$ cat src/rtl/afa_pkg.sv
// ----------------------------------------------------------------------------
// afa_pkg
// Shared types and constants of the attractor force accumulator.
// ----------------------------------------------------------------------------
package afa_pkg;

	localparam int MAX_ATTRACTORS_DEF = 16;
	localparam int POS_W    = 32;
	localparam int MASS_W   = 16;
	localparam int TS_W     = 16;
	localparam int GAIN_W   = 16;
	localparam int FORCE_W  = 48;
	localparam int USED_W   = 5;
	localparam int DIFF_W   = 33;
	localparam int SSQ_W    = 66;
	localparam int ROOT_W   = 33;
	localparam int QUOT_W   = 17;
	localparam int TERM_W   = 43;
	localparam int CNT_W    = 6;
	localparam int SQRT_STEPS = 33;
	localparam int DIV_STEPS  = 17;
	localparam int FIN_LO_W   = 24;

	localparam logic [15:0] GAIN_RESET = 16'd256;

	// register indexes
	localparam logic [1:0] REG_GAIN_X = 2'd0;
	localparam logic [1:0] REG_GAIN_Y = 2'd1;
	localparam logic [1:0] REG_GAIN_Z = 2'd2;

	typedef enum logic [1:0] {
		CMD_INSERT = 2'd0,
		CMD_REMOVE = 2'd1,
		CMD_QUERY  = 2'd2,
		CMD_NONE   = 2'd3
	} cmd_t;

	typedef enum logic [3:0] {
		ST_IDLE,
		ST_SLOT,
		ST_SQ,
		ST_SQRT,
		ST_DIV,
		ST_MUL1,
		ST_MUL2,
		ST_ACC,
		ST_FIN1,
		ST_FIN2
	} state_t;

	typedef struct packed {
		logic signed [POS_W-1:0] px;
		logic signed [POS_W-1:0] py;
		logic signed [POS_W-1:0] pz;
		logic [MASS_W-1:0]       mass;
		logic [TS_W-1:0]         ts;
	} body_t;

	typedef struct packed {
		logic                    valid;
		logic signed [POS_W-1:0] px;
		logic signed [POS_W-1:0] py;
		logic signed [POS_W-1:0] pz;
		logic [MASS_W-1:0]       mass;
	} entry_t;

	typedef struct packed {
		logic busy;
		logic q_empty;
		logic q_full;
	} status_t;

endpackage

$ cat src/rtl/afa_front.sv
// ----------------------------------------------------------------------------
// afa_front
// Accepts input beats, keeps the attractor table and forwards queries.
// ----------------------------------------------------------------------------
module afa_front import afa_pkg::*; #(
	parameter int MAX_ATTRACTORS = MAX_ATTRACTORS_DEF,
	localparam int IW = (MAX_ATTRACTORS > 1) ? $clog2(MAX_ATTRACTORS) : 1
) (
	input  logic                    clk,
	input  logic                    arst_n,
	input  logic                    in_valid,
	output logic                    in_stall,
	input  logic [1:0]              command,
	input  logic [3:0]              slot,
	input  logic signed [POS_W-1:0] pos_x,
	input  logic signed [POS_W-1:0] pos_y,
	input  logic signed [POS_W-1:0] pos_z,
	input  logic [MASS_W-1:0]       mass,
	input  logic [TS_W-1:0]         time_step,
	input  status_t                 status,
	output logic                    push,
	output body_t                   push_body,
	input  logic [IW-1:0]           rd_idx,
	output entry_t                  rd_entry
);

	logic [MAX_ATTRACTORS-1:0] valid_q;
	logic signed [POS_W-1:0]   tpx_q [MAX_ATTRACTORS];
	logic signed [POS_W-1:0]   tpy_q [MAX_ATTRACTORS];
	logic signed [POS_W-1:0]   tpz_q [MAX_ATTRACTORS];
	logic [MASS_W-1:0]         tm_q  [MAX_ATTRACTORS];

	logic          is_tab;
	logic          accept;
	logic          slot_ok;
	logic [IW-1:0] widx;

	// table commands wait until no query is pending
	assign is_tab   = (command == CMD_INSERT) || (command == CMD_REMOVE);
	assign in_stall = (is_tab && (status.busy || !status.q_empty))
		|| ((command == CMD_QUERY) && status.q_full);
	assign accept   = in_valid && !in_stall;
	assign slot_ok  = 32'(slot) < MAX_ATTRACTORS;
	assign widx     = IW'(slot);

	assign push = accept && (command == CMD_QUERY);
	assign push_body = '{px: pos_x, py: pos_y, pz: pos_z, mass: mass, ts: time_step};

	// valid bits
	always_ff @(posedge clk or negedge arst_n) begin
		if (!arst_n) begin
			valid_q <= '0;
		end else if (accept && is_tab && slot_ok) begin
			valid_q[widx] <= (command == CMD_INSERT);
		end
	end

	// table payload
	always_ff @(posedge clk) begin
		if (accept && (command == CMD_INSERT) && slot_ok) begin
			tpx_q[widx] <= pos_x;
			tpy_q[widx] <= pos_y;
			tpz_q[widx] <= pos_z;
			tm_q[widx]  <= mass;
		end
	end

	assign rd_entry = '{valid: valid_q[rd_idx], px: tpx_q[rd_idx], py: tpy_q[rd_idx],
		pz: tpz_q[rd_idx], mass: tm_q[rd_idx]};

endmodule

$ cat config.mk
export PLATFORM = sky130hd
export DESIGN_NAME = afa_front
export DESIGN_NICKNAME = d
export VERILOG_FILES = /design/src/rtl/afa_pkg.sv /design/src/rtl/afa_front.sv
export SDC_FILE = /design/constraint.sdc
export NUM_CORES = 1
export LEC_CHECK = 0
export BUFFER_PORTS_ARGS = -buffer_cell sky130_fd_sc_hd__buf_4
export CORE_MARGIN = 5
export CORE_UTILIZATION = 61
export DETAILED_ROUTE_END_ITERATION = 10
export GPL_TIMING_DRIVEN = 0
export PLACE_DENSITY = 0.9
export SETUP_SLACK_MARGIN = 0.5
export SLEW_MARGIN = 25
export SYNTH_ARGS = -nofsm -noshare
export SYNTH_HDL_FRONTEND = slang
export SYNTH_SLANG_ARGS = --single-unit
$ cat constraint.sdc
create_clock -name clk -period 2.6 [get_ports clk]
set_clock_uncertainty 0.1 [all_clocks]
set_input_delay 0.52 -clock clk [delete_from_list [all_inputs] [get_ports clk]]
set_output_delay 0.52 -clock clk [all_outputs]
set_load 0.02 [all_outputs]
### Word level (Yosys, flattened, before mapping)

Memories as Yosys holds them, arrays and structs flattened.
Cells that the tools add are included.

* bits in registers: 16
* RAM bits: 1792
* output and inout port bits: 243
* logic and storage cells: 30
* memories kept: 4

Memory list
* tpx_q: words 16, bits a word 32, read ports 1, clocked after memory_dff 0, write ports 1, RTL line afa_front.sv:28 `logic signed [POS_W-1:0] tpx_q [MAX_ATTRACTORS];`
* tpy_q: words 16, bits a word 32, read ports 1, clocked after memory_dff 0, write ports 1, RTL line afa_front.sv:29 `logic signed [POS_W-1:0] tpy_q [MAX_ATTRACTORS];`
* tpz_q: words 16, bits a word 32, read ports 1, clocked after memory_dff 0, write ports 1, RTL line afa_front.sv:30 `logic signed [POS_W-1:0] tpz_q [MAX_ATTRACTORS];`
* tm_q: words 16, bits a word 16, read ports 1, clocked after memory_dff 0, write ports 1, RTL line afa_front.sv:31 `logic [MASS_W-1:0] tm_q [MAX_ATTRACTORS];`

* magnitude comparators: 3
* equality and inequality tests: 2
* multiplexer cells: 7
* reductions and logical operators: 13

Operators by type and width (count)
* $bwmux W16: 1
* $lt A4 B5 Y1 const B: 2
* $logic_and A1 B1 Y1: 7
* $bmux W1 S4: 1
* $demux W1 S4: 1
* $ge A4 B1 Y1 const B: 1
* $mux W1: 4
* $logic_or A1 B1 Y1: 3
* $eq A2 B1 Y1 const B: 1
* $eq A2 B2 Y1 const B: 1
* $logic_not A1 Y1: 2
* $logic_not A2 Y1: 1

### Longest topological paths before layout

* depth in word-level cells: 9
* depth in mapped cells: 6
* mapped depth without buffers: 3

### Worst setup path after synthesis

No wires, ideal clock.

* kind: input -> register
* start point: in command[1]
* end point: mem tm_q[7][0], enable pin
* library setup time: 585 ps
* arrival time: 5971 ps
* required time: 1915 ps
* slack: -4056 ps
* stages: 4
* path through: nor4bb_1 clkbuf_1 nand3_1 nor2_1

* word-level cells in the longest chain between the ends: 9
* elaborated cells on any way between the ends: 12
* those cells by class: 2 x eq/ne; 2 x mux; 8 x reduce/logical

RTL lines
* start: declaration: RTL line afa_front.sv:13 `input logic [1:0] command,`
* $eq A2 B1 Y1 or $logic_not A2 Y1 (tied branches): RTL line afa_front.sv:39, afa_front.sv:60
* $logic_or A1 B1 Y1: RTL line afa_front.sv:39 `assign is_tab = (command == CMD_INSERT) || (command == CMD_REMOVE);`
* $logic_and A1 B1 Y1: RTL line afa_front.sv:40 `assign in_stall = (is_tab && (status.busy || !status.q_empty))`
* $logic_or A1 B1 Y1: RTL line afa_front.sv:41 `|| ((command == CMD_QUERY) && status.q_full);`
* $logic_not A1 Y1: RTL line afa_front.sv:42 `assign accept = in_valid && !in_stall;`
* $logic_and A1 B1 Y1: RTL line afa_front.sv:42
* $logic_and A1 B1 Y1 *: RTL line afa_front.sv:60 `if (accept && (command == CMD_INSERT) && slot_ok) begin`
* $mux W1 *: RTL line afa_front.sv:60
* $mux W1 (not written as such) *: RTL line afa_front.sv:64 `tm_q[widx] <= mass;`
* end: declaration: RTL line afa_front.sv:31

Every way passes the cells marked *; elsewhere a longest branch is shown, timed or not.

==> flow_metrics.tcl <==
set metrics [dict create \
    cts_max_path_buffers 3 \
    crit_required_ns 1.98 \
    crit_path_max_incr_delay_ns 0.53 \
    wl_met3_mm 23.2 \
    power.density_nw_per_um2 719 \
    ys_async_sr_fraction_pct 0.885 \
    avgSynthCellArea_sq_um 23.2 \
    top_layer "met5" \
    peakVddDrop_mv 0.721 \
    setup_tns_ns -23.20 \
    layout-drive-gt1-share_pct 45.4 \
    cp_cell_sequence "mux4_2, a22oi_2, nand2_2, buf_6" \
    leakagePower_nw 28.3 \
    r2r_slack_ns 1.56 \
    die_x_microns 346 \
    ant_nets 0 \
    cts_tree "built" \
    synth_top_area_cell "edfxtp_1" \
    setup_viol 113 \
    yosysWarnings 0 \
    grt_use_total_pct 33.7 \
    yosys-top-cells-area "edfxtp_1 (78%), mux4_2 (15%), a22oi_1 (2.5%)" \
    syn_nets 3103 \
    cts-root-buf "clkbuf_16" \
    drt_iter0_drc 6157 \
    firstDrtPassIters 6 \
    maxCapViolCount 0 \
    startpoint_type "flop" \
    synth_cell_types 29 \
    final_nets 3920 \
    slowest_stage "mux4_2" \
    worstPathArrival_ns 2.36 \
    period_minus_slack_ns 2.98 \
    drc 0 \
    synth-edff-count 1792 \
    vias 38300 \
    ys_ff_latch 1808 \
    area.growth.synth_to_final_pct 24.9 \
    violations "negative setup slack" \
    path_max_fanout 1 \
    slew_viol_final 0 \
    clock_sink_count 1808 \
    numCtsBuffers 168 \
    rows 123 \
    yosys.cell_count.top_type "edfxtp_1" \
    grt_pass1_wl_mm 286 \
    endpoint_kind "primary output" \
    finalCritPeriodShare_pct 115 \
    postSynthCellCount 2959 \
    finalHoldViolCount 0 \
    status "finished, violations left" \
    start_util_pct 61.3 \
    worst-setup-path-type "flop to primary output" \
    ys.flop_type "edfxtp_1" \
    holdCritPathClass "primary input to flop" \
    place.gp.congestion 0.765 \
    setup_slack_ns -0.380 \
    port_buffers 368 \
    die_h_microns 346 \
    fin_util_pct 76.6 \
    synth.cell_area_sq_um 68800 \
    overflow 0 \
    rsz0062_at_grt "yes" \
    yosys-top-cells-count "edfxtp_1 (1792), mux4_2 (452), a22oi_1 (226)" \
    worst_slew_pin_slew_ns 0.857 \
    worstSkewPairLatency_ns 0.79 \
    grt_pass1_vias 38900 \
    timing.fmax_mhz 336 \
    dr_wl_met2_mm 104 \
    synth_sequential_area_ratio_pct 78.9 \
    clkTransAtPathRegs_ns 0.07 \
    finalPower_w 0.0618 \
    io_pins 387 \
    die_area_sq_um 120000 \
    antenna_found_initial 10 \
    place_hpwl_mm 113 \
    wl_per_cell_microns 37.8 \
    grt_max_degree 22 \
    synth_top_cell_area_share_pct 78.3 \
    wl_mm 205 \
    core-area_sq_um 112000 \
    htreeDepth 4 \
    vias_per_cell 7.06 \
    relSlewSlack_pct 42.9 \
    wirelength_met1_mm 66.2 \
]
## path summary, 6_finish.rpt
kind	from	cells past startpoint	to
worst min-delay path	mass[15]	1	tm_q[8][15]$_DFFE_PP_
worst min register to register	valid_q[15]$_DFFE_PN0P_	2	valid_q[15]$_DFFE_PN0P_
max in group asynchronous	arst_n	2	valid_q[13]$_DFFE_PN0P_
min in group asynchronous	arst_n	2	valid_q[0]$_DFFE_PN0P_
worst max register to register	valid_q[3]$_DFFE_PN0P_	3	valid_q[3]$_DFFE_PN0P_
worst max-delay path	tpx_q[10][17]$_DFFE_PP_	4	rd_entry[97]
## per-layer routing
layer	track usage (%)	vias up
li1	-	14200
met1	42.6	19700
met2	56.6	3704
met3	7.62	706
met4	15.7	6
met5	0	-
## report_power, final
group	internal, W	switching, W	leakage [nW]
clock network	0.0141	0.0110	2.64
logic	0.00198	0.00259	9.38
registers	0.0321	0.0000388	16.3
## cell usage in the layout (no fill, tap or decap), drive strengths merged
| master | Yosys | final |
|---|---|---|
| nor4bb | 2 | 2 |
| dlygate4sd3 | 0 | 114 |
| nand4 | 4 | 4 |
| nand2b | 2 | 2 |
| nand3b | 2 | 2 |
| o2bb2ai | 3 | 3 |
| diode | 0 | 10 |
| o21ai | 7 | 7 |
| clkinv | 2 | 70 |
| nor2 | 19 | 19 |
| bufbuf | 0 | 2 |
| mux4 | 452 | 452 |
| edfxtp | 1792 | 1792 |
| dfrtp | 16 | 16 |
| and2 | 1 | 1 |
| nor2b | 3 | 3 |
| bufinv | 0 | 20 |
| a22oi | 226 | 226 |
| or3b | 1 | 1 |
| nand4bb | 1 | 1 |
| clkbuf | 69 | 275 |
| mux2i | 1 | 1 |
| or3 | 1 | 1 |
| o41ai | 12 | 12 |
| o31ai | 6 | 6 |
| nand2 | 115 | 115 |
| clkinvlp | 0 | 6 |
| buf | 217 | 743 |
| inv | 1 | 7 |
| nand3 | 4 | 4 |
## kinds of logic after synthesis
family | after synthesis | share of synthesized area, %
buffers and inverters | 289 | 2.61
AOI/OAI and AO/OA | 254 | 2.78
and+or+nand+nor | 155 | 0.941
muxes | 453 | 14.8
DFF | 1808 | 78.9
## final cells by class
type | count | area (sq um)
Buffer | 286 | 2480
Clock inverter | 100 | 1050
Multi-Input combinational cell | 862 | 14100
Fill cell | 5312 | 26300
Inverter | 3 | 11.3
Sequential cell | 1808 | 54200
Timing Repair Buffer | 647 | 7780
Antenna cell | 10 | 25.0
Clock buffer | 201 | 4390
Tap cell | 1500 | 1880
## state kept, by name, summed over array words and instances (netlist names)
name	cells
tpx_q	512
tpy_q	512
valid_q	16
tpz_q	512
tm_q	256
## what timing repair did
action / CTS / global route
pin swaps: 208 / 74
gates resized for setup: 524 / 123
hold buffers: 114 / 0
endpoints found under the setup margin: 1274 / 183
gates cloned: 5 / 3
setup buffers: 32 / 10
endpoints found under the hold margin: 1697 / 0
## critical path, delay by kind of cell (launching register included)
kind,cells,cell delay [ns]
DFF,1,0.45
AOI/OAI and AO/OA,1,0.27
buffers and inverters,1,0.16
muxes,1,0.53
and+or+nand+nor,1,0.15
## metrics by stage
step / hold WS, ns / area [sq um] / setup WS, ns / std cells
2_1_floorplan: 0.124 / 68900 / -0.851 / 2959
3_5_place_dp: 0.288 / 76400 / -1.24 / 4942
6_report: 0.0526 / 85900 / -0.380 / 5417
3_3_place_gp: 0.286 / 73600 / -3.29 / 4827
4_1_cts: 0.000637 / 85300 / -0.343 / 5394
5_1_grt: 0.0258 / 85900 / -0.409 / 5410
Note: power is estimated with default switching activity, not from simulation.
