**src/rtl/afa_pkg.sv**
```systemverilog
// ----------------------------------------------------------------------------
// afa_pkg
// Shared types and constants of the attractor force accumulator.
// ----------------------------------------------------------------------------
package afa_pkg;

	localparam int MAX_ATTRACTORS_DEF = 16;
	localparam int POS_W    = 32;
	localparam int MASS_W   = 16;
	localparam int TS_W     = 16;
	localparam int GAIN_W   = 16;
	localparam int FORCE_W  = 48;
	localparam int USED_W   = 5;
	localparam int DIFF_W   = 33;
	localparam int SSQ_W    = 66;
	localparam int ROOT_W   = 33;
	localparam int QUOT_W   = 17;
	localparam int TERM_W   = 43;
	localparam int CNT_W    = 6;
	localparam int SQRT_STEPS = 33;
	localparam int DIV_STEPS  = 17;
	localparam int FIN_LO_W   = 24;

	localparam logic [15:0] GAIN_RESET = 16'd256;

	// register indexes
	localparam logic [1:0] REG_GAIN_X = 2'd0;
	localparam logic [1:0] REG_GAIN_Y = 2'd1;
	localparam logic [1:0] REG_GAIN_Z = 2'd2;

	typedef enum logic [1:0] {
		CMD_INSERT = 2'd0,
		CMD_REMOVE = 2'd1,
		CMD_QUERY  = 2'd2,
		CMD_NONE   = 2'd3
	} cmd_t;

	typedef enum logic [3:0] {
		ST_IDLE,
		ST_SLOT,
		ST_SQ,
		ST_SQRT,
		ST_DIV,
		ST_MUL1,
		ST_MUL2,
		ST_ACC,
		ST_FIN1,
		ST_FIN2
	} state_t;

	typedef struct packed {
		logic signed [POS_W-1:0] px;
		logic signed [POS_W-1:0] py;
		logic signed [POS_W-1:0] pz;
		logic [MASS_W-1:0]       mass;
		logic [TS_W-1:0]         ts;
	} body_t;

	typedef struct packed {
		logic                    valid;
		logic signed [POS_W-1:0] px;
		logic signed [POS_W-1:0] py;
		logic signed [POS_W-1:0] pz;
		logic [MASS_W-1:0]       mass;
	} entry_t;

	typedef struct packed {
		logic busy;
		logic q_empty;
		logic q_full;
	} status_t;

endpackage

```
**src/rtl/afa_queue.sv**
```systemverilog
// ----------------------------------------------------------------------------
// afa_queue
// Two-entry queue of pending queries between front and back.
// ----------------------------------------------------------------------------
module afa_queue import afa_pkg::*; (
	input  logic  clk,
	input  logic  arst_n,
	input  logic  push,
	input  body_t push_body,
	input  logic  pop,
	output logic  empty,
	output logic  full,
	output body_t head
);

	body_t      mem_q [2];
	logic       wp_q;
	logic       rp_q;
	logic [1:0] cnt_q;

	assign empty = (cnt_q == 2'd0);
	assign full  = (cnt_q == 2'd2);
	assign head  = mem_q[rp_q];

	// pointers and fill level
	always_ff @(posedge clk or negedge arst_n) begin
		if (!arst_n) begin
			wp_q  <= 1'b0;
			rp_q  <= 1'b0;
			cnt_q <= 2'd0;
		end else begin
			if (push) wp_q <= !wp_q;
			if (pop)  rp_q <= !rp_q;
			cnt_q <= cnt_q + 2'(push) - 2'(pop);
		end
	end

	// storage
	always_ff @(posedge clk) begin
		if (push) mem_q[wp_q] <= push_body;
	end

endmodule

```
**config.mk**
```make
export PLATFORM = sky130hd
export DESIGN_NAME = afa_queue
export DESIGN_NICKNAME = d
export VERILOG_FILES = /design/src/rtl/afa_pkg.sv /design/src/rtl/afa_queue.sv
export SDC_FILE = /design/constraint.sdc
export NUM_CORES = 1
export LEC_CHECK = 0
export BUFFER_PORTS_ARGS = -buffer_cell sky130_fd_sc_hd__buf_2
export CORE_MARGIN = 3
export CORE_UTILIZATION = 45
export DETAILED_ROUTE_END_ITERATION = 8
export HOLD_SLACK_MARGIN = 0.03
export PLACE_DENSITY_LB_ADDON = 0.1
export SLEW_MARGIN = 20
export SYNTH_ARGS = -nofsm -noshare
export SYNTH_HDL_FRONTEND = slang
export SYNTH_SLANG_ARGS = --single-unit
```
**constraint.sdc**
```tcl
create_clock -name clk -period 15.9 [get_ports clk]
set_input_delay 0.795 -clock clk [delete_from_list [all_inputs] [get_ports clk]]
set_output_delay 0.795 -clock clk [all_outputs]
set_load 0.05 [all_outputs]
```
-- Word level (Yosys, flattened, before mapping)
Memory sizes are Yosys's and may differ from the RTL's.
Index checks and enable logic that the tools add are counted.
- bits in registers: 4
- bits in latches: 0
- memory bits (writable): 256
- memory bits (read-only): 0
- bits of input ports: 132
- output and inout port bits: 130
- logic and storage cells: 12
- memories: 1
- add/sub/neg operators: 2
- multiply operators: 0
- div/mod/pow operators: 0
- $lt $le $gt $ge: 0
- eq/ne operators: 1
- shift operators: 0
- multiplexer cells: 2
- bitwise logic cells: 0
- reductions and logical operators: 3
- memories (name ; depth ; bits a word ; read ports ; clocked after memory_dff ; write ports ; RTL line ; source):
    mem_q ; 2 ; 128 ; 1 ; 0 ; 1 ; afa_queue.sv:16 ; body_t mem_q [2];
- operators by type and width (kind ; number):
    $add 2x1->2 ; 1
    $eq 2x2->1 const B ; 1
    $logic_not 1->1 ; 2
    $logic_not 2->1 ; 1
    $mux 1 ; 2
    $sub 2x1->2 ; 1

-- Depth between registers and ports, before layout
Gate-level depths: netlist of run 1.
- word-level depth: 2
- depth in mapped cells: 5
- mapped depth without buffers: 5

-- Least setup slack after synthesis of run 1
No wires, ideal clock.
- kind: input port to flip-flop
- start point: input port push
- end point: memory mem_q[0][0] in the netlist's numbering (enable)
- library setup time: 0.632 ns
- data arrival time: 6.343 ns
- data required time: 15.268 ns
- path slack: 8.925 ns
- cell stages on the path: 1
- path buffers: 0
- cells stage by stage: nor2b_1
- cells in the longest elaborated chain, start to end: 2
- RTL lines (element ; RTL line ; source):
    start: declaration ; afa_queue.sv:8 ; input logic push,
    $mux 1 ; afa_queue.sv:40 ; if (push) mem_q[wp_q] <= push_body;
    $mux 1 (implied by the code) ; afa_queue.sv:40 ;
    end: declaration ; afa_queue.sv:16 ;
Every way passes these cells.

==> run summary, run 1 <==
status: completed
Pre-Repair DR Iteration Count: 4
Die Wd: 151.1 um
post-synthesis mux area share: 15.21%
dpl hpwl: 11810 um
number of global-route vias before repair: 5007
die area: 22840 um2
Max IR drop VDD: 0.0001281 V
Iter 0 DRT Violations: 210
CP required: 15110 ps
Clock Skews: 6.557 ps
Hold WC Path Type: input pin to async pin
deepest clock path buffer count: 3
FP Rows: 52
total CTS buffers: 28
synth unique cells: 12
initial antenna violation count: 4
startpoint class of the critical path: flop
Synth Flop Type: edfxtp_1
post-DR wirelength/cell: 18.23 um
Final ANT Viol Nets: 0
layout cells sized above 1: 60.61%
gr usage total: 15.06%
Avg Cell Area, Syn: 22.95 um2
XOR/XNOR Fraction of Synth Area: 0.4357%
DRC violations left: 0
Slew headroom: 36.20%
vias per cell: 4.833
setup repair after global routing missed its margin: no
Area growth syn-to-layout: 25.79%
Area contributors post-synth: edfxtp_1 81%, mux2_2 15%, buf_6 1.5%, dfrtp_1 1.1%, ha_1 0.26%
top-area cell type share of the netlist area: 81.12%
Synth Area in Simple Gates: 0.2377%
post-CTS setup buffers: 0
max cap viols: 0
synth warn: 0
first-pass GRT wire length: 26540 um
sequential area share after synthesis: 82.18%
final setup vio count: 0
Worst-Margin Slew: 957.1 ps
Starting Density: 46.39%
CTS Hold Buffers Added: 0
Worst EP arrival: 3030 ps
clock-pin slew on the worst setup and hold paths: 60 ps
I/O Buffers: 261
register bit total from synthesis: 260
Post-layout nets: 828
cts repair resizes: 0
maximum clock rate: 261.2 MHz
CP Capture Type: output port
GP Congestion: 0.7362
Ports: 262
Post-Syn Nets: 547
area leader, netlist: edfxtp_1
htree depth: 1
core area: 20430 um2
Post-synth ARST share: 1.538%
Syn Inst Count: 413
total grt overflow: 0
number of synthesized flops with an enable pin: 256
Sum Neg Setup Slack: 0 ps
synthesized-area fraction occupied by adder cells: 0.2641%
die height: 151.1 um
Num Clock Sinks: 260
largest family of logic cells by synthesized area: multiplexers
Compound-Gate Fraction of Synth Area: 0%
Final Max Slew Viols: 0
Final period util: 24.08%
WS Path Type: flop to output port
leakage power: 0.004508 uW
Layout fillers: 1579
cell with the most instances after synthesis: edfxtp_1
CP Max Fanout: 68
total wire length: 18000 um
total number of vias: 4770
Syn Std Cell Area: 9477 um2
Post-synth top cells: 256 x edfxtp_1, 128 x mux2_2, 13 x buf_6
Clock Latency Late Sink: 520 ps
TritonCTS clock tree: done
Tmin final: 3828 ps
hold slack final: 77.07 ps
Fin. Hold Viols: 0
CTS Root Cell: clkbuf_16
Pwr Density: 215.7 nW/um2
largest net degree at the start of global routing: 70
## metal layers
layer / routed length (um) / vias up / track usage (%)
met5: 45 / - / 0
met4: 414 / 8 / 3.898
met3: 1817 / 32 / 6.164
met2: 8423 / 188 / 24.07
met1: 7294 / 2318 / 19.27
li1: - / 2224 / -
## sequential cells by signal, indices dropped and copies added (netlist names)
signal	count
mem_q	256
rp_q	1
wp_q	1
cnt_q	2
## report_power, final
part	internal (uW)	switching, uW	total (uW)
logic	264	715	979
registers	912	57.9	969
clock network	383	240	623
## cell type report
| cell class | instances | area, um2 | share of cell area [%] |
|---|---|---|---|
| Multi-Input combinational cell | 137 | 1540 | 12.92 |
| Inverter | 2 | 7.507 | 0.06298 |
| Sequential cell | 260 | 7791 | 65.36 |
| Clock inverter | 13 | 141.4 | 1.186 |
| Timing Repair Buffer | 265 | 1336 | 11.21 |
| Tap cell | 270 | 337.8 | 2.834 |
| Antenna cell | 1 | 2.502 | 0.02099 |
| Clock buffer | 39 | 763.2 | 6.403 |
## kinds of logic (layout without fill, tap and decap cells)
family / count (synthesis) / after routing
xor gates and xnor gates: 3 / 3
adders and majority gates: 2 / 2
buffers and inverters: 16 / 319
DFF: 260 / 260
muxes: 128 / 128
other: 0 / 1
and+or+nand+nor: 4 / 4
## critical path, cell delays in order (launching register included)
cell     delay [ps]
dfrtp_4         960
buf_4           810
mux2_2          430
buf_2           220
## per-stage QoR
stage	cell area, um2	worst slack, ps	instances	power (uW)	util [%]
final	11920	12070	987	2572	58.35
after global routing	11920	11860	986	2687	58.34
after CTS	11920	11980	986	2611	58.34
after detailed placement	11010	12540	934	1979	53.91
after global placement	11010	12580	934	1968	53.91
after floorplan	9477	8925	413	1798	-
## layout by cell type (no fill, tap or decap), drive strengths merged
master / Yosys / layout
and2: 1 / 1
ha: 2 / 2
clkinv: 0 / 9
bufinv: 0 / 3
edfxtp: 256 / 256
nor2b: 2 / 2
clkbuf: 0 / 39
dfrtp: 4 / 4
diode: 0 / 1
nor2: 1 / 1
mux2: 128 / 128
xor3: 1 / 1
xor2: 2 / 2
buf: 14 / 265
inv: 2 / 3
## path summary, 6_finish.rpt
path                                    end  depth (start not counted)  slack, ps    startpoint
worst max-delay path               head[81]                          3      12070          rp_q
worst min-delay path               cnt_q[1]                          1         80        arst_n
worst max register to register  mem_q[1][1]                          2      13460          wp_q
worst min register to register         wp_q                          1        550          wp_q
max in group asynchronous              rp_q                          1      15680        arst_n
min in group clk                mem_q[1][0]                          1        460  push_body[0]
(Power assumes the default switching activity.)
==> inputs of run 2 (changes only) <==
==> constraint.sdc (replaced) <==
create_clock -name clk -period 3.84 [get_ports clk]
set_input_delay 0.192 -clock clk [delete_from_list [all_inputs] [get_ports clk]]
set_output_delay 0.192 -clock clk [all_outputs]
set_load 0.05 [all_outputs]
==> run 2 against run 1 <==
Effect of this change:
- clock skew up 0.69 ps
- core utilization increased by 6.1 points
- via count grew 11%
- worst setup slack got worse by 11000 ps
- final area grew 11%
- critical path type unchanged
- critical endpoint is now head[93]
==> run summary, run 2 (synthesis gave the netlist of run 1 again) <==
Reg2Reg Depth: 2 (unchanged)
total number of vias: 5300 (+11%)
Reg power frac: 37.6% (about the same)
number of global-route vias before repair: 5621 (+12%)
Sum Neg Setup Slack: 0 ps (unchanged)
FP Rows: 52 (unchanged)
first-pass GRT wire length: 29250 um (+10%)
Clock Skews: 7.248 ps (+0.6905 ps)
Worst setup startpoint: rp_q
core area: 20430 um2 (unchanged)
met2 wire length: 9848 um (+17%)
total grt overflow: 0 (unchanged)
Ports: 262 (unchanged)
dpl hpwl: 12220 um (+3.5%)
Num Clock Sinks: 260 (unchanged)
Final ANT Viol Nets: 0 (unchanged)
slowest CP cell: dfrtp_4
Final period util: 66.71%
Top Layer Used: met4
Worst-Margin Slew: 765.2 ps (-191.8 ps)
die area: 22840 um2 (unchanged)
Net Sw Power: 4206 uW (+320%)
Pre-Repair DR Iteration Count: 4 (unchanged)
GP Congestion: 0.7453 (+1.2%)
Area growth syn-to-layout: 39.02%
Comb pwr share: 40.4% (+2.3 points)
Fin. Hold Viols: 0 (unchanged)
post-DR wirelength/cell: 17.41 um (-4.5%)
vias per cell: 4.741 (-1.9%)
largest net degree at the start of global routing: 82 (+17%)
Largest register FFs: 256 (unchanged)
WP buf/inv: 2 (unchanged)
Final Max Slew Viols: 0 (unchanged)
biggest regs: mem_q x256, cnt_q x2
cts repair resizes: 0 (unchanged)
Die Wd: 151.1 um (unchanged)
met3 wire len: 1507 um (-17%)
htree depth: 1 (unchanged)
initial antenna violation count: 1 (-3)
worst hold start: push_body[80]
hold slack final: 402.6 ps (+325.5 ps)
most frequent cells in the layout: 261 x buf_2, 256 x edfxtp_1, 132 x dlygate4sd3_1
Hold Crit Depth: 2
Post-layout nets: 962 (+16%)
clock network fraction of total power: 22.0% (-2.2 points)
final setup margin: 1278 ps (-10790 ps)
Worst EP arrival: 2370 ps (-660 ps)
status: completed
Biggest register: mem_q
CTS Root Cell: clkbuf_16
final setup vio count: 0 (unchanged)
Iter 0 DRT Violations: 192 (-8.6%)
setup repair after global routing missed its margin: no
CP required: 3650 ps (-11460 ps)
CP Capture Type: output port
CP Max Fanout: 34 (-50%)
Max IR drop VDD: 0.0005010 V (+290%)
I/O Buffers: 261 (unchanged)
clock-pin slew on the worst setup and hold paths: 60 ps (about the same)
total CTS buffers: 27 (-3.6%)
Net Sw Frac: 39.92% (+0.54 points)
maximum clock rate: 390.4 MHz
critical path depth in cells: 3 (unchanged)
startpoint class of the critical path: flop
die height: 151.1 um (unchanged)
critical path, cell by cell: buf_4 > mux2_2 > buf_2
Slew headroom: 48.98% (+13 points)
Layout fillers: 1460 (-7.5%)
worst r2r src: wp_q
total wire length: 19460 um (+8.1%)
wire length on met1: 7599 um (+4.2%)
Int Pwr: 6331 uW (+310%)
Starting Density: 46.39% (unchanged)
TritonCTS clock tree: done
Clock Latency Late Sink: 510 ps (about the same)
CP max stage delay: 730 ps (-230 ps)
commonest non-fill, non-tap cell in the layout: buf_2
crit-path leading delay family: flip-flops
leakage power: 0.005031 uW (+12%)
gr usage total: 16.43% (+1.4 points)
DRC violations left: 0 (unchanged)
Hold WC Path Type: input pin to flop
max cap viols: 0 (unchanged)
WS Path Type: flop to output port
Pwr Density: 799.9 nW/um2 (+270%)
layout cells sized above 1: 51.24% (-9.4 points)
worst slack, placed: 1769 ps (-10780 ps)
Tmin final: 2562 ps
deepest clock path buffer count: 3 (unchanged)
==> run 2: through the flow <==
stage	util, %	power [uW]	instances	area (um2)
2_1_floorplan	-	7402	413	9484
3_3_place_gp	54.14	8160	937	11060
3_5_place_dp	54.14	8214	937	11060
4_1_cts	64.47	10670	1117	13170
5_1_grt	64.48	10980	1118	13170
6_report	64.48	10540	1118	13170
==> run 2: final timing paths <==
kind | endpoint | slack [ps]
worst max-delay path | head[93] | 1280
worst min-delay path | mem_q[0][80] | 400
worst max register to register | mem_q[1][1] | 1820
worst min register to register | wp_q | 550
max in group asynchronous | rp_q | 3020
min in group asynchronous | rp_q | 620
==> run 2: layer usage <==
metal | up-vias | global-route usage [%]
li1 | 2497 | -
met4 | 0 | 5.213
met2 | 209 | 28.27
met5 | - | 0
met1 | 2557 | 20.28
met3 | 37 | 4.518
==> run 2: final cells by class <==
| cell class | count | area (um2) | area share [%] |
|---|---|---|---|
| well taps | 270 | 337.8 | 2.564 |
| diodes | 1 | 2.502 | 0.01900 |
| flip-flops and latches | 260 | 7791 | 59.14 |
| clock inverters | 13 | 83.83 | 0.6363 |
| clock buffers | 35 | 705.7 | 5.357 |
| inverters | 2 | 7.507 | 0.05699 |
| repair buffers | 400 | 2705 | 20.53 |
| multi-input cells | 137 | 1540 | 11.69 |
==> run 2: power by group through the flow <==
stage               registers [uW]  logic [uW]  clock network [uW]
floorplan                     3960        3450                   0
global placement              4000        4160                   0
detailed placement            4030        4190                   0
CTS                           3970        4310                2390
global route                  4020        4460                2500
finish                        3960        4260                2320
==> run 2: what timing repair did <==
action                                 4_1_cts  5_1_grt
endpoints found under the hold margin      263        0
hold buffers                               132        0
setup buffers                                0        0
